`src/hw/rtl/ddm_pkg.sv`:
```
package ddm_pkg;

    // event kinds carried in tuser
    typedef enum logic [1:0] {
        KIND_PRESS_A = 2'd0,
        KIND_PRESS_B = 2'd1,
        KIND_REDRAW  = 2'd2
    } kind_t;

    // register indexes, taken from paddr[3:2]
    typedef enum logic [1:0] {
        REG_DEBOUNCE   = 2'd0,
        REG_LIT_COLOR  = 2'd1,
        REG_BRIGHTNESS = 2'd2
    } reg_idx_t;

    localparam logic [15:0] DEBOUNCE_RST   = 16'd300;
    localparam logic [23:0] LIT_COLOR_RST  = 24'h0000FF;
    localparam logic [8:0]  BRIGHTNESS_RST = 9'd230;

    localparam logic [3:0] DIGIT_MAX  = 4'd9;
    localparam logic [2:0] GRID_LAST  = 3'd4;
    localparam logic [4:0] PIXEL_LAST = 5'd24;

    // font row of a digit, bit 4 is the leftmost column, row 0 on top
    function automatic logic [4:0] glyph_row(input logic [3:0] digit, input logic [2:0] row);
        logic [24:0] rows;
        begin
            unique case (digit)
                4'd0:    rows = {5'h0E, 5'h0A, 5'h0A, 5'h0A, 5'h0E};
                4'd1:    rows = {5'h04, 5'h0C, 5'h04, 5'h04, 5'h0E};
                4'd2:    rows = {5'h0E, 5'h02, 5'h0E, 5'h08, 5'h0E};
                4'd3:    rows = {5'h0E, 5'h02, 5'h0E, 5'h02, 5'h0E};
                4'd4:    rows = {5'h0A, 5'h0A, 5'h0E, 5'h02, 5'h08};
                4'd5:    rows = {5'h0E, 5'h08, 5'h0E, 5'h02, 5'h0E};
                4'd6:    rows = {5'h0E, 5'h08, 5'h0E, 5'h0A, 5'h0E};
                4'd7:    rows = {5'h0E, 5'h02, 5'h04, 5'h04, 5'h04};
                4'd8:    rows = {5'h0E, 5'h0A, 5'h0E, 5'h0A, 5'h0E};
                4'd9:    rows = {5'h0E, 5'h0A, 5'h0E, 5'h02, 5'h08};
                default: rows = 25'd0;
            endcase
            case (row)
                3'd0:    glyph_row = rows[24:20];
                3'd1:    glyph_row = rows[19:15];
                3'd2:    glyph_row = rows[14:10];
                3'd3:    glyph_row = rows[9:5];
                3'd4:    glyph_row = rows[4:0];
                default: glyph_row = 5'd0;
            endcase
        end
    endfunction

    // one color byte times brightness / 256, saturating at 255
    function automatic logic [7:0] scale_byte(input logic [7:0] b, input logic [8:0] q8);
        logic [16:0] prod;
        begin
            prod = {9'd0, b} * {8'd0, q8};
            scale_byte = prod[16] ? 8'hFF : prod[15:8];
        end
    endfunction

endpackage

```
`src/hw/rtl/ddm_front.sv`:
```
module ddm_front
    import ddm_pkg::*;
#(
    parameter int HISTORY_DEPTH = 10
)(
    input  logic        clk,
    input  logic        rst_n,
    input  logic        s_tvalid,
    output logic        s_tready,
    input  logic [31:0] now_ms,
    input  logic [1:0]  kind,
    input  logic [15:0] debounce_ms,
    input  logic        q_full,
    output logic        q_push,
    output logic [3:0]  q_digit
);

    localparam int AW = (HISTORY_DEPTH > 1) ? $clog2(HISTORY_DEPTH) : 1;
    localparam int CW = $clog2(HISTORY_DEPTH + 1);
    localparam logic [CW-1:0] DEPTH_C = CW'(HISTORY_DEPTH);

    logic [3:0]    digit_reg, digit_next;
    logic [CW-1:0] count_reg, count_next;
    logic [31:0]   last_a_reg, last_a_next;
    logic [31:0]   last_b_reg, last_b_next;
    logic [3:0]    top_reg, top_next;
    logic          refill_reg, refill_next;
    logic [3:0]    rd_data_reg;
    logic [3:0]    hist_mem [HISTORY_DEPTH];

    logic          accept;
    logic [31:0]   elapsed_a, elapsed_b;
    logic          pass_a, pass_b;
    logic [3:0]    top_val;
    logic          mem_we;
    logic [AW-1:0] wr_addr, rd_addr;
    logic [CW-1:0] count_m2;

    assign s_tready = !q_full;
    assign accept   = s_tvalid && s_tready;

    // debounce checks, wrapping difference
    assign elapsed_a = now_ms - last_a_reg;
    assign elapsed_b = now_ms - last_b_reg;
    assign pass_a    = elapsed_a > {16'd0, debounce_ms};
    assign pass_b    = elapsed_b > {16'd0, debounce_ms};

    // top of stack, from the read port just after a pop
    assign top_val  = refill_reg ? rd_data_reg : top_reg;
    assign count_m2 = count_reg - CW'(2);
    assign wr_addr  = count_reg[AW-1:0];

    // event handling
    always_comb
    begin
        digit_next  = digit_reg;
        count_next  = count_reg;
        last_a_next = last_a_reg;
        last_b_next = last_b_reg;
        top_next    = top_val;
        refill_next = 1'b0;
        mem_we      = 1'b0;
        rd_addr     = '0;
        q_push      = 1'b0;
        q_digit     = digit_reg;
        if (accept)
        begin
            case (kind_t'(kind))
                KIND_PRESS_A:
                begin
                    if (pass_a)
                    begin
                        last_a_next = now_ms;
                        if (count_reg < DEPTH_C)
                        begin
                            mem_we     = 1'b1;
                            top_next   = digit_reg;
                            count_next = count_reg + CW'(1);
                        end
                        digit_next = (digit_reg == DIGIT_MAX) ? 4'd0 : digit_reg + 4'd1;
                        q_push     = 1'b1;
                        q_digit    = digit_next;
                    end
                end
                KIND_PRESS_B:
                begin
                    if (pass_b)
                    begin
                        last_b_next = now_ms;
                        if (count_reg != '0)
                        begin
                            count_next  = count_reg - CW'(1);
                            digit_next  = top_val;
                            refill_next = 1'b1;
                            if (count_reg > CW'(1))
                                rd_addr = count_m2[AW-1:0];
                            q_push  = 1'b1;
                            q_digit = top_val;
                        end
                    end
                end
                KIND_REDRAW:
                begin
                    q_push  = 1'b1;
                    q_digit = digit_reg;
                end
                default:
                begin
                    q_push = 1'b0;
                end
            endcase
        end
    end

    // history stack storage
    always_ff @(posedge clk)
    begin
        if (mem_we)
            hist_mem[wr_addr] <= digit_reg;
        rd_data_reg <= hist_mem[rd_addr];
    end

    // control and timing state
    always_ff @(posedge clk or negedge rst_n)
    begin
        if (!rst_n)
        begin
            digit_reg  <= 4'd0;
            count_reg  <= '0;
            last_a_reg <= 32'd0;
            last_b_reg <= 32'd0;
            refill_reg <= 1'b0;
        end
        else
        begin
            digit_reg  <= digit_next;
            count_reg  <= count_next;
            last_a_reg <= last_a_next;
            last_b_reg <= last_b_next;
            refill_reg <= refill_next;
        end
    end

    always_ff @(posedge clk)
    begin
        top_reg <= top_next;
    end

endmodule

```
`src/hw/rtl/ddm_queue.sv`:
```
module ddm_queue
    import ddm_pkg::*;
(
    input  logic       clk,
    input  logic       rst_n,
    input  logic       push,
    input  logic [3:0] push_digit,
    input  logic       pop,
    output logic       full,
    output logic       empty,
    output logic [3:0] head_digit
);

    logic [3:0] slot_reg [2];
    logic       wr_ptr_reg, rd_ptr_reg;
    logic [1:0] count_reg, count_next;
    logic       do_push, do_pop;

    assign full       = count_reg == 2'd2;
    assign empty      = count_reg == 2'd0;
    assign head_digit = slot_reg[rd_ptr_reg];
    assign do_push    = push && !full;
    assign do_pop     = pop && !empty;

    always_comb
    begin
        count_next = count_reg;
        if (do_push && !do_pop)
            count_next = count_reg + 2'd1;
        else if (do_pop && !do_push)
            count_next = count_reg - 2'd1;
    end

    // frame request slots
    always_ff @(posedge clk)
    begin
        if (do_push)
            slot_reg[wr_ptr_reg] <= push_digit;
    end

    always_ff @(posedge clk or negedge rst_n)
    begin
        if (!rst_n)
        begin
            wr_ptr_reg <= 1'b0;
            rd_ptr_reg <= 1'b0;
            count_reg  <= 2'd0;
        end
        else
        begin
            if (do_push)
                wr_ptr_reg <= !wr_ptr_reg;
            if (do_pop)
                rd_ptr_reg <= !rd_ptr_reg;
            count_reg <= count_next;
        end
    end

endmodule

```
`src/hw/rtl/ddm_back.sv`:
```
module ddm_back
    import ddm_pkg::*;
(
    input  logic        clk,
    input  logic        rst_n,
    input  logic        q_empty,
    input  logic [3:0]  q_head,
    output logic        q_pop,
    input  logic [23:0] dim_color,
    output logic        m_tvalid,
    input  logic        m_tready,
    output logic [31:0] m_tdata,
    output logic        m_tlast
);

    logic        busy_reg, busy_next;
    logic [3:0]  digit_reg, digit_next;
    logic [2:0]  row_reg, row_next;
    logic [2:0]  col_reg, col_next;
    logic [4:0]  idx_reg, idx_next;
    logic        valid_reg, valid_next;
    logic [4:0]  out_idx_reg;
    logic [23:0] out_color_reg;
    logic        out_last_reg;

    logic        out_free, emit, at_end, load;
    logic [4:0]  font_bits;
    logic        lit;

    assign out_free = !valid_reg || m_tready;
    assign emit     = out_free && busy_reg;
    assign at_end   = idx_reg == PIXEL_LAST;
    assign load     = out_free && !q_empty && (!busy_reg || at_end);
    assign q_pop    = load;

    // rows are drawn bottom up from the font
    assign font_bits = glyph_row(digit_reg, GRID_LAST - row_reg);
    assign lit       = font_bits[GRID_LAST - col_reg];

    // pixel walk
    always_comb
    begin
        busy_next  = busy_reg;
        digit_next = digit_reg;
        row_next   = row_reg;
        col_next   = col_reg;
        idx_next   = idx_reg;
        valid_next = valid_reg;
        if (out_free)
            valid_next = emit;
        if (emit)
        begin
            idx_next = idx_reg + 5'd1;
            if (col_reg == GRID_LAST)
            begin
                col_next = 3'd0;
                row_next = row_reg + 3'd1;
            end
            else
            begin
                col_next = col_reg + 3'd1;
            end
            if (at_end)
                busy_next = 1'b0;
        end
        if (load)
        begin
            busy_next  = 1'b1;
            digit_next = q_head;
            row_next   = 3'd0;
            col_next   = 3'd0;
            idx_next   = 5'd0;
        end
    end

    always_ff @(posedge clk or negedge rst_n)
    begin
        if (!rst_n)
        begin
            busy_reg  <= 1'b0;
            row_reg   <= 3'd0;
            col_reg   <= 3'd0;
            idx_reg   <= 5'd0;
            valid_reg <= 1'b0;
        end
        else
        begin
            busy_reg  <= busy_next;
            row_reg   <= row_next;
            col_reg   <= col_next;
            idx_reg   <= idx_next;
            valid_reg <= valid_next;
        end
    end

    // output beat register
    always_ff @(posedge clk)
    begin
        digit_reg <= digit_next;
        if (emit)
        begin
            out_idx_reg   <= idx_reg;
            out_color_reg <= lit ? dim_color : 24'd0;
            out_last_reg  <= at_end;
        end
    end

    assign m_tvalid = valid_reg;
    assign m_tdata  = {3'd0, out_color_reg, out_idx_reg};
    assign m_tlast  = out_last_reg;

endmodule

```
`src/hw/rtl/debounced_digit_matrix_driver_unit.sv`:
```
// Digit display driver for a 5x5 pixel chain. Input beats carry an event kind
// in tuser (press A, press B, redraw) and a millisecond timestamp in tdata;
// presses no more than debounce_ms after the last accepted press of the same
// button are ignored. Press A pushes the shown digit on a history stack when
// it has room and advances it, press B pops it back; every accepted press that
// changes the digit, and every redraw, yields one frame of 25 pixel beats,
// index 0 to 24, tlast on the last. One pixel leaves per cycle while m_tready
// is high, from the pixel counter in the output stage, and queued frames follow
// without a gap; the first pixel passes the frame queue, the pixel walk and the
// output beat register. Event beats are taken one per cycle while the two-entry
// frame queue has room, so up to two frames can wait behind the one on the wire.
module debounced_digit_matrix_driver_unit
    import ddm_pkg::*;
#(
    parameter int HISTORY_DEPTH = 10
)(
    input  logic        clk,
    input  logic        rst_n,
    // event input
    input  logic        s_tvalid,
    output logic        s_tready,
    input  logic [31:0] s_tdata,   // [31:0] now_ms
    input  logic [1:0]  s_tuser,   // [1:0] kind
    // pixel output
    output logic        m_tvalid,
    input  logic        m_tready,
    output logic [31:0] m_tdata,   // [4:0] pixel_index, [28:5] pixel_color, rest zero
    output logic        m_tlast,
    // register port
    input  logic        psel,
    input  logic        penable,
    input  logic        pwrite,
    input  logic [3:0]  paddr,
    input  logic [31:0] pwdata,
    output logic [31:0] prdata,
    output logic        pready
);

    logic [15:0] debounce_reg;
    logic [23:0] color_reg;
    logic [8:0]  bright_reg;
    logic [23:0] dim_reg;
    logic        cfg_write;
    reg_idx_t    reg_sel;

    logic        q_full, q_empty, q_push, q_pop;
    logic [3:0]  q_digit, q_head;

    assign pready    = 1'b1;
    assign reg_sel   = reg_idx_t'(paddr[3:2]);
    assign cfg_write = psel && penable && pwrite && pready;

    // configuration registers
    always_ff @(posedge clk or negedge rst_n)
    begin
        if (!rst_n)
        begin
            debounce_reg <= DEBOUNCE_RST;
            color_reg    <= LIT_COLOR_RST;
            bright_reg   <= BRIGHTNESS_RST;
        end
        else if (cfg_write)
        begin
            unique case (reg_sel)
                REG_DEBOUNCE:   debounce_reg <= pwdata[15:0];
                REG_LIT_COLOR:  color_reg    <= pwdata[23:0];
                REG_BRIGHTNESS: bright_reg   <= pwdata[8:0];
                default:        debounce_reg <= debounce_reg;
            endcase
        end
    end

    // register readback
    always_comb
    begin
        unique case (reg_sel)
            REG_DEBOUNCE:   prdata = {16'd0, debounce_reg};
            REG_LIT_COLOR:  prdata = {8'd0, color_reg};
            REG_BRIGHTNESS: prdata = {23'd0, bright_reg};
            default:        prdata = 32'd0;
        endcase
    end

    // dimmed lit color, follows the registers
    always_ff @(posedge clk)
    begin
        dim_reg <= {scale_byte(color_reg[23:16], bright_reg),
                    scale_byte(color_reg[15:8], bright_reg),
                    scale_byte(color_reg[7:0], bright_reg)};
    end

    ddm_front #(
        .HISTORY_DEPTH (HISTORY_DEPTH)
    ) u_front (
        .clk         (clk),
        .rst_n       (rst_n),
        .s_tvalid    (s_tvalid),
        .s_tready    (s_tready),
        .now_ms      (s_tdata),
        .kind        (s_tuser),
        .debounce_ms (debounce_reg),
        .q_full      (q_full),
        .q_push      (q_push),
        .q_digit     (q_digit)
    );

    ddm_queue u_queue (
        .clk        (clk),
        .rst_n      (rst_n),
        .push       (q_push),
        .push_digit (q_digit),
        .pop        (q_pop),
        .full       (q_full),
        .empty      (q_empty),
        .head_digit (q_head)
    );

    ddm_back u_back (
        .clk       (clk),
        .rst_n     (rst_n),
        .q_empty   (q_empty),
        .q_head    (q_head),
        .q_pop     (q_pop),
        .dim_color (dim_reg),
        .m_tvalid  (m_tvalid),
        .m_tready  (m_tready),
        .m_tdata   (m_tdata),
        .m_tlast   (m_tlast)
    );

    // last beat sits on pixel 24 and nowhere else
    a_last_on_final: assert property (@(posedge clk) disable iff (!rst_n)
        m_tvalid |-> (m_tlast == (m_tdata[4:0] == PIXEL_LAST)))
        else $error("tlast out of place");

    // inside a frame the next pixel follows at once
    a_frame_gapless: assert property (@(posedge clk) disable iff (!rst_n)
        m_tvalid && m_tready && !m_tlast |=> m_tvalid)
        else $error("gap inside a frame");

    a_index_step: assert property (@(posedge clk) disable iff (!rst_n)
        m_tvalid && m_tready && !m_tlast |=>
            m_tdata[4:0] == $past(m_tdata[4:0]) + 5'd1)
        else $error("pixel index skipped");

    // pixels are either dark or the dimmed color
    a_color_set: assert property (@(posedge clk) disable iff (!rst_n)
        m_tvalid |-> (m_tdata[28:5] == 24'd0 || m_tdata[28:5] == dim_reg))
        else $error("unexpected pixel color");

endmodule
```
`config.mk`:
```
export PLATFORM = sky130hd
export DESIGN_NAME = debounced_digit_matrix_driver_unit
export DESIGN_NICKNAME = d
export VERILOG_FILES = /design/src/hw/rtl/ddm_pkg.sv /design/src/hw/rtl/ddm_front.sv /design/src/hw/rtl/ddm_queue.sv /design/src/hw/rtl/ddm_back.sv /design/src/hw/rtl/debounced_digit_matrix_driver_unit.sv
export SDC_FILE = /design/constraint.sdc
export NUM_CORES = 1
export LEC_CHECK = 0
export BUFFER_PORTS_ARGS = -buffer_cell sky130_fd_sc_hd__buf_2
export CAP_MARGIN = 20
export CORE_UTILIZATION = 50
export DETAILED_ROUTE_END_ITERATION = 7
export HOLD_SLACK_MARGIN = 0.05
export PLACE_DENSITY = 0.76
export SLEW_MARGIN = 20
export SYNTH_ARGS = -nofsm -noshare
export SYNTH_HDL_FRONTEND = slang
export SYNTH_SLANG_ARGS = --single-unit
```
`constraint.sdc`:
```
create_clock -name clk -period 7.3 [get_ports clk]
set_input_delay 1.095 -clock clk [delete_from_list [all_inputs] [get_ports clk]]
set_output_delay 1.095 -clock clk [all_outputs]
set_load 0.005 [all_outputs]
```
# Word-level counts from Yosys, hierarchy flattened
# Memory sizes are Yosys's and may differ from the RTL's. A register that Yosys moved wholly into a read port is not among the register bits.
# Index checks and enable logic that the tools add are counted.
[op_classes]
addsub = 13
multipliers = 3
n_lt_le_gt_ge = 5
eq_ne = 16
mux = 53
reduce_logical = 38
[ops]
columns = ["cell", "n"]
rows = [
  ["$mux 4", 19],
  ["$pmux 24 s3", 1],
  ["$gt 32x16->1", 2],
  ["$sub 32x32->32", 2],
  ["$mul 8x9->17", 3],
  ["$pmux 5 s5", 1],
  ["$mux 1", 18],
  ["$mux 3", 6],
  ["$pmux 4 s2", 2],
  ["$logic_and 1x1->1", 10],
  ["$mux 5", 2],
  ["$reduce_and 2->1", 5],
  ["$reduce_bool 2->1", 5],
  ["$add 4x1->4 const B", 2],
  ["$logic_not 1->1", 8],
  ["$ne 2x1->1 const B", 4],
  ["$add 3x1->3 const B", 2],
  ["$eq 2x2->1 const B", 3],
  ["$eq 3x2->1 const B", 2],
  ["$eq 3x3->1 const B", 2],
  ["$logic_not 2->1", 3],
  ["$reduce_and 3->1", 2],
  ["$reduce_and 6->1", 1],
  ["$sub 3x3->3 const A", 2],
  ["other kinds (18)", 21],
]
[totals]
register_bits = 197
ram_bits = 48
mem_bits_ro = 240
inputBits = 77
out_inout_bits = 68
elab_cells = 154
mem_count = 3
[memory_table]
columns = ["memory", "depth", "width", "read_ports", "rd_clocked_by_memory_dff", "write_ports", "line_no", "source"]
rows = [
  ["(no name shown)", 16, 15, 1, 0, 0, "ddm_pkg.sv:29", "unique case (digit)"],
  ["u_front.hist_mem", 10, 4, 1, 1, 1, "ddm_front.sv:29", "logic [3:0] hist_mem [HISTORY_DEPTH];"],
  ["u_queue.slot_reg", 2, 4, 1, 1, 1, "ddm_queue.sv:14", "logic [3:0] slot_reg [2];"],
]

# Depth between registers and ports, before layout
# Gate-level depths: netlist (run 1).
[logic_depth]
ltp_word = 10
mapped_depth = 26
mapped_depth_nobuf = 26

# Cells and area by module
# From an unflattened synthesis (run 1), not the netlist that was laid out.
[hier_totals]
hier_cells = 2428
hier_area_um2 = 22771.8
[modules_own_cells]
columns = ["mod", "n_inst", "cells_each", "area_each_um2", "seq_area_each_um2"]
rows = [
  ["ddm_front", 1, 1169, 9925.8, 3188.1],
  ["debounced_digit_matrix_driver_unit", 1, 1014, 9649.3, 1727.9],
  ["ddm_back", 1, 214, 2715.1, 1606.5],
  ["ddm_queue", 1, 31, 481.7, 340.3],
]

# Worst setup path before layout (run 1)
# No wires, ideal clock.
[synth_timing]
path_kind = "input to register"
start = "input port s_tdata[0]"
end = "register u_queue.count_reg[1]"
setup_ns = 0.079
arrival_time_ns = 5.627
required_time_ns = 7.221
slack_ns = 1.594
cell_stages = 23
n_path_buf = 0
cell_sequence = "inv_1 ha_1 fa_1 nand2b_1 a21oi_1 o21ai_1 a31oi_1 xor2_1 ha_1 nand4_1 nor3_1 a21boi_0 or4b_2 a211oi_1 nand3b_1 nor4_1 nand4b_1 nand2_1 o311a_1 inv_1 ha_1 nor2_1 xor2_1"
[synth_via]
elab_chain_len = 9
elab_cells_between_ends = 14
classes_between = "add/sub (2); order compare (2); mux (5); reduce/logical (5)"
[synth_lines]
columns = ["element", "line_no", "source"]
rows = [
  ["start: declaration", "debounced_digit_matrix_driver_unit.sv:22", "input logic [31:0] s_tdata,"],
  ["$sub 32x32->32, on equally long branches", "ddm_front.sv:44, ddm_front.sv:43", ""],
  ["$gt 32x16->1, on equally long branches", "ddm_front.sv:46, ddm_front.sv:45", ""],
  ["$mux 1, on equally long branches", "ddm_front.sv:87, ddm_front.sv:71", ""],
  ["$pmux 1 s3 (*)", "ddm_front.sv:68", "case (kind_t'(kind))"],
  ["$mux 1 (*)", "ddm_front.sv:66", "if (accept)"],
  ["$logic_and 1x1->1 (*)", "ddm_queue.sv:22", "assign do_push = push && !full;"],
  ["net u_queue.do_push", "ddm_queue.sv:17", "logic do_push, do_pop;"],
  ["$logic_not 1->1", "ddm_queue.sv:30", "else if (do_pop && !do_push)"],
  ["$logic_and 1x1->1", "ddm_queue.sv:30", ""],
  ["$reduce_bool 2->1 (no source line)", "--", ""],
  ["end signal: assignment", "ddm_queue.sv:55", "count_reg <= count_next;"],
  ["end: declaration", "ddm_queue.sv:16", "logic [1:0] count_reg, count_next;"],
]
# Mark *: on every way through the listed nets, which the timed path passes. The rest lies on a longest branch.
# A chain may end at the register's enable or synchronous reset.

# Worst setup path in the final report (run 1)
# Ends and elaborated chain as after synthesis.

==> qor.csv, run 1 <==
stage,metric,value,unit
finish,drive_gt1_share,14.05,%
power,powerDensity,457.0,nW/um^2
cts,cts_hold_buf,0,
synth,synth_enable_flop_cells,82,
cts,worstSkewPairLatency,580,ps
synth,synth_top_area_share,13.89,%
finish,layout.cells.non_filler,2965,
die,io_pins,145,
timing,hold_viol,0,
worst_hold_path,hold_class,reg2reg,
critical_path,slowest_stage,or4b_2,
global_routing,grt_pass1_wl,86030,um
drt,avgViaCountPerCell,5.686,
power,fin_total_pwr,10.96,mW
timing,min_period,6369,ps
global_routing,grt_max_degree,77,
timing,slew_headroom,25.06,%
critical_path,timing.rr.end,u_queue.count_reg[1],
timing,fin_skew,17.70,ps
timing,drv_slew,0,
timing,max_freq,157.0,MHz
critical_path,r2r_start,u_front.last_b_reg[0],
global_routing,use_met3,3.100,%
synth,synth-async-reset-ratio,54.94,%
synth,synth.ff_latch_count,253,
global_routing,busiest_layer,met2,
global_routing,grt.total_usage,23.88,%
drt,avgRoutedWirePerCell,17.72,um
finish,fin_nets,2779,
timing,fin_tns_setup,0,ps
cts,post_cts_buffers,0,
worst_hold_path,worst_hold_path.num_cells,0,
global_routing,met1_usage,29.79,%
cts,cts_tree,done,
placed_design,dpl.hpwl,40040,um
timing,worst_slew_pin_slew,1114,ps
critical_path,arrival,6870,ps
die,die_y,211.6,um
cts,h-tree-depth,1,
critical_path,cp.required,7800,ps
synth,syn_area_per_cell,9.580,sq um
global_routing,grt_overflow,0,
drt,totalWireLength,52550,um
placed_design,post-place-ws,435.4,ps
critical_path,cp_slowest_stage_delay,690,ps
synth,synth_top_area_cell,dfrtp_1,
cts,clock_sinks,253,
die,rows,76,
synth,synth_flop_cell,dfrtp_1,
synth,synthCells,2294,
die,start_util,50.90,%
global_routing,grt_util_met2,41.88,%
critical_path,cp-start-kind,input port,
cts,cts_root_buf,clkbuf_16,
placed_design,gp_congestion,0.9443,
synth,netlist_top_cells_count,"inv_1, nand2_1, ha_1",
die,die_x,211.6,um
power,ir_drop,0.2504,mV
global_routing,antenna_found_initial,7,
run,drv_cap,0,
die,dieArea,44790,sq um
placed_design,io_buffers,122,
timing,worst_slack,930.5,ps
critical_path,worst_r2r_path_depth,23,
synth,synth_cell_types,89,
critical_path,end_kind,flop,
placed_design,place_inst,2909,
cts,clock_path_buffers,3,
drt,vias,16860,
critical_path,r2r_slack,1240,ps
finish,area_delta_synth_final,9.098,%
timing,setup_viol,0,
cts,clk_pin_slew,60,ps
timing,rsz0062_at_grt,false,
cts,cts-resized-gates,0,
die,fp.coreArea,43170,sq um
finish,largest_reg_flops,40,
drt,drtIter0Drc,857,
synth,synth.most_common_cell,inv_1,
synth,synth_area_leaders,"dfrtp_1, ha_1, fa_1, edfxtp_1, inv_1",
critical_path,worst-path-max-fanout,6,
critical_path,critPathLaunch,s_tdata[0],
critical_path,path_class,in2reg,
drt,drc,0,
drt,drt.antenna.violating_nets,0,
cts,numCtsBuffers,29,
synth,syn_area,21980,sq um
global_routing,grt_pass1_vias,17190,
timing,min_period_over_period,87.25,%
finish,post-route-util,55.54,%
critical_path,cp-endpoint,u_queue.count_reg[1],
synth,synth_warnings,0,
status,outcome,finished clean,
power,leakagePower,11.39,nW
synth,synth_seq_area_share,30.04,%
drt,drt_pass1_iterations,5,
routing by layer:
layer	share of wire, %	vias up
met5	0.023	-
met4	3.9	2
met3	5.0	144
met2	49	520
met1	42	8213
li1	-	7980
power breakdown:
part | internal, mW | total, mW | leakage [nW] | switching (mW)
combinational | 2.97 | 6.78 | 8.20 | 3.80
clock | 0.953 | 1.58 | 0.495 | 0.623
sequential | 2.08 | 2.60 | 2.69 | 0.520
critical path: cells and delay by family:
kind / cells / cell delay (ps)
simple gates: 9 / 2350
buf+inv: 3 / 240
fa+ha+maj: 4 / 1140
xor+xnor: 3 / 540
compound gates: 6 / 1490
placed cells by master (no fill, tap or decap), drive strengths merged, types with 30 or more instances in the layout:
master / instances
inv: 274
nand2: 231
ha: 222
and2: 143
buf: 133
fa: 125
dfrtp: 122
nor2: 110
a21oi: 108
mux2: 108
o21ai: 92
edfxtp: 82
xnor2: 45
mux2i: 34
nand3: 34
dfxtp: 32
clkbuf: 32
nor3: 31
a21o: 30
xor2: 30
per-stage QoR:
step / cell area, sq um / hold slack, ps
2_1_floorplan: 22010 / 437.8
3_3_place_gp: 22930 / 458.1
3_5_place_dp: 22930 / 459.8
4_1_cts: 23960 / 494.4
5_1_grt: 23970 / 500.3
6_report: 23980 / 492.8
worst min path at each step:
stage,startpoint,to,slack [ps]
global placement,u_front.hist_mem[0][2],u_front.rd_data_reg[2],460
finish,u_back.idx_reg[4],u_back.out_idx_reg[4],490
floorplan,u_front.hist_mem[0][2],u_front.rd_data_reg[2],440
global route,u_front.hist_mem[0][2],u_front.rd_data_reg[2],500
detailed placement,u_front.hist_mem[0][2],u_front.rd_data_reg[2],460
CTS,u_back.idx_reg[4],u_back.out_idx_reg[4],490
cell families (layout without fill, tap and decap cells):
family	Yosys count	count (layout)	synth area share, %
fa+ha+maj	347	347	24.03
simple gates	690	690	15.79
compound gates	397	397	11.93
buf+inv	383	456	7.083
xor+xnor	75	75	2.989
mux	147	147	8.107
flops	253	253	30.04
other cells	2	15	0.03417
area by class of cell:
class                   count  area [sq um]
repair buffers            133         711.9
clock buffers              32         747.0
fillers                  3809         19200
clock inverters            21         281.5
well taps                 585         732.0
inverters                 270          1013
flip-flops and latches    253          6603
multi-input cells        1668         13880
diodes                      3         7.507
Power figures use the tool's default switching activity.
==> run 2: changes to the inputs <==
--- a/config.mk
+++ b/config.mk
@@ -5,12 +5,14 @@
 export SDC_FILE = /design/constraint.sdc
 export NUM_CORES = 1
 export LEC_CHECK = 0
+export ABC_AREA = 1
 export BUFFER_PORTS_ARGS = -buffer_cell sky130_fd_sc_hd__buf_2
 export CAP_MARGIN = 20
 export CORE_UTILIZATION = 50
 export DETAILED_ROUTE_END_ITERATION = 7
 export HOLD_SLACK_MARGIN = 0.05
 export PLACE_DENSITY = 0.76
+export REMOVE_ABC_BUFFERS = 1
 export SLEW_MARGIN = 20
 export SYNTH_ARGS = -nofsm -noshare
 export SYNTH_HDL_FRONTEND = slang
==> qor.csv, run 2 <==
stage,metric,value,unit,change
placed_design,gp_congestion,0.9686,,+2.6%
critical_path,timing.rr.end,dim_reg[15],,
die,dieArea,45930,sq um,+2.5%
cts,cts-resized-gates,0,,unchanged
timing,rsz0062_at_grt,false,,
finish,layout_common_cells,"nand2_1, inv_1, ha_1",,
cts,clock_path_buffers,3,,unchanged
global_routing,use_met3,2.681,%,-0.42 points
finish,antennaDiodeCount,0,,-3
synth,synth_warnings,0,,unchanged
global_routing,grt.total_usage,23.27,%,-0.61 points
timing,drv_slew,0,,unchanged
global_routing,grt_overflow,0,,unchanged
critical_path,r2r_start,bright_reg[5],,
run,drv_cap,0,,unchanged
critical_path,worstPathCellList,nand2_1 -> fa_1 -> fa_1 -> inv_1 -> fa_1 -> fa_1 -> ha_1 -> a21oi_1 -> o21ai_0 -> a21oi_1 -> o21ai_0 -> nand3_1 -> nand2_1 -> nand2_1 -> nand2_1 -> a21oi_1 -> xor2_1 -> nand3_1,,
critical_path,slowest_stage,dfstp_2,,
finish,post-route-util,55.45,%,-0.081 points
cts,worstSkewPairLatency,590,ps,about the same
placed_design,dpl.hpwl,41070,um,+2.6%
critical_path,cp_slowest_stage_delay,900,ps,+210 ps
worst_hold_path,min_from,u_back.idx_reg[2],,
synth,synth_cell_types,61,,-31%
synth,netlist_top_cells_count,"nand2_1, inv_1, ha_1",,
synth,synth_top_area_share,13.97,%,+0.080 points
finish,drive_gt1_share,7.626,%,-6.4 points
cts,cts_hold_buf,0,,unchanged
synth,synth_area_leaders,"nand2_1, dfrtp_1, ha_1, fa_1, edfxtp_1",,
die,io_pins,145,,unchanged
synth,synth.most_common_cell,nand2_1,,
critical_path,critical_path_buf_inv_count,1,,-2
cts,clock_sinks,253,,unchanged
power,leakagePower,13.65,nW,+20%
synth,synth_enable_flop_cells,82,,unchanged
worst_hold_path,hold_class,reg2reg,,
critical_path,worst-path-max-fanout,26,,+20
global_routing,busiest_layer,met2,,
critical_path,cp.required,7730,ps,-70 ps
finish,stdcell_area,24580,sq um,+2.5%
cts,cts_root_buf,clkbuf_16,,
finish,fin_nets,3535,,+27%
die,rows,77,,+1.3%
cts,numCtsBuffers,29,,unchanged
global_routing,met1_usage,30.42,%,+0.63 points
power,p_sw_share,46.72,%,+1.6 points
finish,final_common_cell,nand2_1,,
placed_design,io_buffers,122,,unchanged
power,p_seq_share,25.5,%,+1.7 points
cts,h-tree-depth,1,,unchanged
timing,fin_skew,20.42,ps,+2.720 ps
power,clock_power_share,16.2,%,+1.8 points
die,die_y,214.3,um,+1.3%
die,fp.coreArea,44320,sq um,+2.7%
die,start_util,50.86,%,about the same
status,outcome,finished clean,,
critical_path,r2r_slack,1730,ps,+490 ps
power,power_frac_comb,58.3,%,-3.6 points
power,power_switching,4.496,mW,-9.1%
synth,syn_area,22540,sq um,+2.6%
critical_path,end_kind,flop,,
finish,multiInputGateArea,13060,sq um,-5.9%
finish,seq_area,6603,sq um,unchanged
synth,synth_flop_cell,dfrtp_1,,
synth,synth_seq_area_share,29.29,%,-0.75 points
global_routing,antenna_found_initial,0,,-7
worst_hold_path,worst_hold_path.num_cells,0,,unchanged
global_routing,grt_max_degree,85,,+10%
critical_path,cp-start-kind,flop,,
synth,synth_top_area_cell,nand2_1,,
timing,min_period_over_period,76.26,%,-11 points
critical_path,arrival,5990,ps,-880 ps
drt,drc,0,,unchanged
drt,drt.antenna.violating_nets,0,,unchanged
critical_path,worst_r2r_path_depth,18,,-22%
cts,post_cts_buffers,0,,unchanged
drt,avgViaCountPerCell,5.108,,-10%
finish,largest_reg_flops,40,,unchanged
power,ir_drop,0.3176,mV,+27%
global_routing,grt_pass1_vias,18490,,+7.5%
timing,min_period,5567,ps,-802.6 ps
finish,area_delta_synth_final,9.038,%,about the same
global_routing,grt_util_met2,40.02,%,-1.9 points
cts,cts_tree,done,,
power,p_int,5.128,mW,-15%
drt,vias,19030,,+13%
worst_hold_path,hold_path_end,u_back.out_idx_reg[2],,
critical_path,critPathLaunch,bright_reg[5],,
power,powerDensity,391.6,nW/um^2,-14%
drt,avgRoutedWirePerCell,14.16,um,-20%
drt,totalWireLength,52750,um,+0.39%
timing,setup_viol,0,,unchanged
drt,drtIter0Drc,1279,,+49%
timing,whs,448.0,ps,-44.78 ps
critical_path,path_class,reg2reg,,
finish,fillers,4215,,+11%
cts,clk_pin_slew,70,ps,about the same
drt,drt_pass1_iterations,6,,+1
synth,synthCells,3031,,+32%
timing,hold_viol,0,,unchanged
synth,synth.ff_latch_count,253,,unchanged
global_routing,grt_pass1_wl,87730,um,+2.0%
timing,fin_tns_setup,0,ps,unchanged
synth,synth-async-reset-ratio,54.94,%,unchanged
timing,slew_headroom,36.53,%,+11 points
critical_path,critical-path-top-delay-family,adder cells,,
placed_design,placed_area,23550,sq um,+2.7%
timing,worst_slew_pin_slew,949.8,ps,-164.0 ps
die,die_x,214.3,um,+1.3%
synth,syn_area_per_cell,7.436,sq um,-22%
timing,max_freq,179.6,MHz,+14%
run 2: cell types whose count changed after synthesis, moves of 25 or more:
cell	change
o21ai_0	+56
nand3_1	+74
nor2_1	+92
mux2_4	-30
and2_1	-132
mux2_2	-74
nand2_1	+609
o21ai_1	+33
inv_1	+385
a21o_1	-25
mux2i_1	-34
xnor2_1	-25
run 2: cells by family (layout without fill, tap and decap cells):
group | after synthesis | in the layout | share of synthesized area [%]
AO/OA/AOI/OAI | 351 | 351 | 8.549
XOR/XNOR | 68 | 68 | 2.642
adder cells (fa/ha/maj) | 347 | 347 | 23.43
buffers and inverters | 750 | 843 | 12.98
flip-flops | 253 | 253 | 29.29
other | 2 | 12 | 0.03332
AND/OR/NAND/NOR | 1260 | 1260 | 23.07
run 2: layout make-up:
cell class              instances  area share, %
inverters                     659          10.07
flip-flops and latches        253          26.87
repair buffers                130          2.754
clock buffers                  36          3.223
multi-input cells            2038          53.14
well taps                     592          3.014
clock inverters                18         0.9368
run 2: worst register-to-register path: stages (launching register included):
cell	delay, ps
dfstp_2	900
nand2_1	160
fa_1	530
fa_1	550
inv_1	60
fa_1	510
fa_1	500
ha_1	340
a21oi_1	140
o21ai_0	90
a21oi_1	250
o21ai_0	190
nand3_1	100
nand2_1	80
nand2_1	80
nand2_1	70
a21oi_1	150
xor2_1	560
nand3_1	150
run 2: how the worst max path moves through the flow:
| stage | end | slack, ps | cells past startpoint |
|---|---|---|---|
| global placement | u_queue.count_reg[1] | 1790 | 31 |
| CTS | dim_reg[15] | 1700 | 18 |
| global route | dim_reg[14] | 1320 | 18 |
| detailed placement | dim_reg[15] | 1730 | 18 |
| finish | dim_reg[15] | 1730 | 18 |
| floorplan | dim_reg[12] | 2510 | 18 |
run 2: power by group through the flow:
stage	combinational [mW]	sequential [mW]	clock, mW
finish	5.61	2.45	1.56
global route	6.49	2.51	1.64
CTS	5.62	2.45	1.59
detailed placement	5.58	2.47	0
global placement	5.44	2.45	0
floorplan	4.33	2.32	0
run 2: routing by layer:
metal	up-vias	part of all wire [%]
li1	9496	-
met1	8915	44
met2	514	47
met3	108	5.2
met4	0	3.5
met5	-	0
run 2: metrics by stage:
stage	power [mW]	setup WS, ps	cells
final	9.624	1733	3726
after global routing	10.64	1322	3726
after CTS	9.659	1697	3726
after detailed placement	8.050	1726	3672
after global placement	7.890	1790	3672
after floorplan	6.649	2512	2950
==> run 3: changes to the inputs <==
--- a/config.mk
+++ b/config.mk
@@ -11,7 +11,7 @@
 export CORE_UTILIZATION = 50
 export DETAILED_ROUTE_END_ITERATION = 7
 export HOLD_SLACK_MARGIN = 0.05
-export PLACE_DENSITY = 0.76
+export PLACE_DENSITY = 0.78
 export REMOVE_ABC_BUFFERS = 1
 export SLEW_MARGIN = 20
 export SYNTH_ARGS = -nofsm -noshare
==> constraint.sdc (replaced) <==
create_clock -name clk -period 4.9 [get_ports clk]
set_input_delay 0.735 -clock clk [delete_from_list [all_inputs] [get_ports clk]]
set_output_delay 0.735 -clock clk [all_outputs]
set_load 0.005 [all_outputs]
==> qor.csv, run 3 (synthesized netlist as in run 2, its figures left out) <==
stage,metric,value,unit,change
critical_path,timing.rr.end,dim_reg[19],,
timing,hold_viol,0,,unchanged
global_routing,grt_max_degree,86,,+1.2%
die,start_util,50.86,%,unchanged
global_routing,grt_overflow,0,,unchanged
cts,cts_tree,done,,
timing,worst_slack,180.2,ps,-1553 ps
placed_design,dpl.hpwl,43600,um,+6.2%
finish,largest_reg_flops,40,,unchanged
cts,clk_pin_slew,60,ps,about the same
die,fp.coreArea,44320,sq um,unchanged
finish,drive_gt1_share,9.816,%,+2.2 points
critical_path,end_kind,flop,,
run,drv_cap,0,,unchanged
critical_path,critPathLaunch,bright_reg[2],,
critical_path,cp-start-kind,flop,,
global_routing,grt.total_usage,23.92,%,+0.65 points
critical_path,cp.required,5350,ps,-2380 ps
cts,cts_root_buf,clkbuf_16,,
timing,min_period_over_period,96.32,%,+20 points
timing,worst_slew_pin_slew,987.0,ps,+37.22 ps
timing,setup_viol,0,,unchanged
cts,cts_hold_buf,0,,unchanged
critical_path,path_class,reg2reg,,
power,ir_drop,0.4577,mV,+44%
drt,drt_pass1_iterations,5,,-1
timing,drv_slew,0,,unchanged
cts,numCtsBuffers,28,,-3.4%
drt,drtIter0Drc,1379,,+7.8%
die,io_pins,145,,unchanged
drt,vias,19240,,+1.1%
drt,drt.antenna.violating_nets,0,,unchanged
timing,min_period,4720,ps,-847.1 ps
placed_design,gp_congestion,0.9731,,+0.46%
die,die_x,214.3,um,unchanged
critical_path,r2r_slack,180,ps,-1550 ps
placed_design,post-place-ws,-9.885,ps,-1735 ps
critical_path,arrival,5170,ps,-820 ps
timing,rsz0062_at_grt,false,,
critical_path,worst-path-max-fanout,8,,-69%
timing,slew_headroom,34.04,%,-2.5 points
drt,totalWireLength,54900,um,+4.1%
status,outcome,finished clean,,
placed_design,io_buffers,122,,unchanged
die,dieArea,45930,sq um,unchanged
critical_path,worst_r2r_path_depth,17,,-1
power,powerDensity,583.9,nW/um^2,+49%
die,rows,77,,unchanged
cts,worstSkewPairLatency,580,ps,about the same
critical_path,r2r_start,bright_reg[2],,
global_routing,grt_pass1_vias,18860,,+2.0%
cts,h-tree-depth,1,,unchanged
power,leakagePower,14.00,nW,+2.6%
drt,drc,0,,unchanged
placed_design,place_inst,3732,,+1.6%
finish,fin_nets,3601,,+1.9%
finish,layout.cells.non_filler,3791,,+1.7%
die,die_y,214.3,um,unchanged
timing,max_freq,211.9,MHz,+18%
finish,antennaDiodeCount,0,,unchanged
global_routing,grt_pass1_wl,90220,um,+2.8%
timing,fin_tns_setup,0,ps,unchanged
drt,avgViaCountPerCell,5.075,,-0.64%
global_routing,antenna_found_initial,1,,+1
worst_hold_path,hold_class,in2async,,
timing,fin_skew,26.71,ps,+6.295 ps
finish,final_common_cell,nand2_1,,
finish,area_delta_synth_final,11.76,%,
critical_path,cp-endpoint,dim_reg[19],,
drt,avgRoutedWirePerCell,14.48,um,+2.3%
finish,layout_common_cells,"nand2_1, inv_1, ha_1",,
cts,clock_path_buffers,3,,unchanged
cts,clock_sinks,253,,unchanged
## run 3: cell count changes in the layout (fill, tap and decap cells not counted), sizes merged
cell      delta
clkbuf       +1
clkinv       +2
inv          -5
clkinvlp     -2
bufinv       +2
buf         +67
## run 3: layer usage
metal / GRT usage (%) / part of all wire (%) / wire (um) / vias to the layer above
li1: - / - / - / 9627
met1: 31.06 / 44 / 24120 / 8994
met2: 41.98 / 48 / 26550 / 517
met3: 2.652 / 5.0 / 2725 / 103
met4: 6.905 / 2.7 / 1500 / 0
met5: 0 / 0 / 0 / -
## run 3: per-stage QoR
step | utilization (%) | total power, mW | cell area (sq um) | hold slack [ps]
2_1_floorplan | - | 9.906 | 22120 | 424.9
3_3_place_gp | 54.32 | 11.95 | 24070 | 431.1
3_5_place_dp | 54.32 | 12.25 | 24070 | 460.4
4_1_cts | 56.60 | 14.63 | 25080 | 244.3
5_1_grt | 56.84 | 16.23 | 25190 | 272.7
6_report | 56.84 | 14.71 | 25190 | 220.4
## run 3: where the power goes
| part | switching (mW) | internal, mW | total [mW] | leakage, nW |
|---|---|---|---|---|
| registers | 0.573 | 3.00 | 3.57 | 2.73 |
| logic | 5.31 | 3.55 | 8.86 | 10.8 |
| clock network | 0.881 | 1.40 | 2.28 | 0.481 |
## run 3: area by class of cell
class / instances / area (sq um)
flip-flops and latches: 253 / 6613
fillers: 4100 / 19130
well taps: 592 / 740.7
multi-input cells: 2038 / 13100
repair buffers: 197 / 1267
clock inverters: 15 / 240.2
clock buffers: 37 / 754.5
inverters: 659 / 2474
## run 3: timing repair
action,CTS,global route
setup endpoints to repair,1,24
buffers inserted,2,5
pin swaps,0,3
resized for setup,0,20
## run 3: how the worst min path moves through the flow
stage	startpoint	to	slack, ps	depth (start not counted)
finish	rst_n	u_front.last_a_reg[3]	220	1
global route	rst_n	u_front.last_a_reg[3]	270	1
CTS	rst_n	u_front.last_a_reg[0]	240	1
detailed placement	u_back.idx_reg[2]	u_back.out_idx_reg[2]	460	0
global placement	u_back.idx_reg[2]	u_back.out_idx_reg[2]	430	0
floorplan	u_back.idx_reg[2]	u_back.out_idx_reg[2]	420	0
## run 3: worst max-delay path: stages (launching register included)
cell,delay [ps]
dfstp_2,640
buf_12,140
nand2_1,70
fa_1,550
inv_1,60
fa_1,510
fa_1,520
fa_1,600
ha_4,230
a21oi_1,130
o21ai_1,100
nand2_1,80
o2111ai_2,150
a21o_1,240
a21oi_2,150
xor2_1,180
buf_4,180
o21ai_0,80
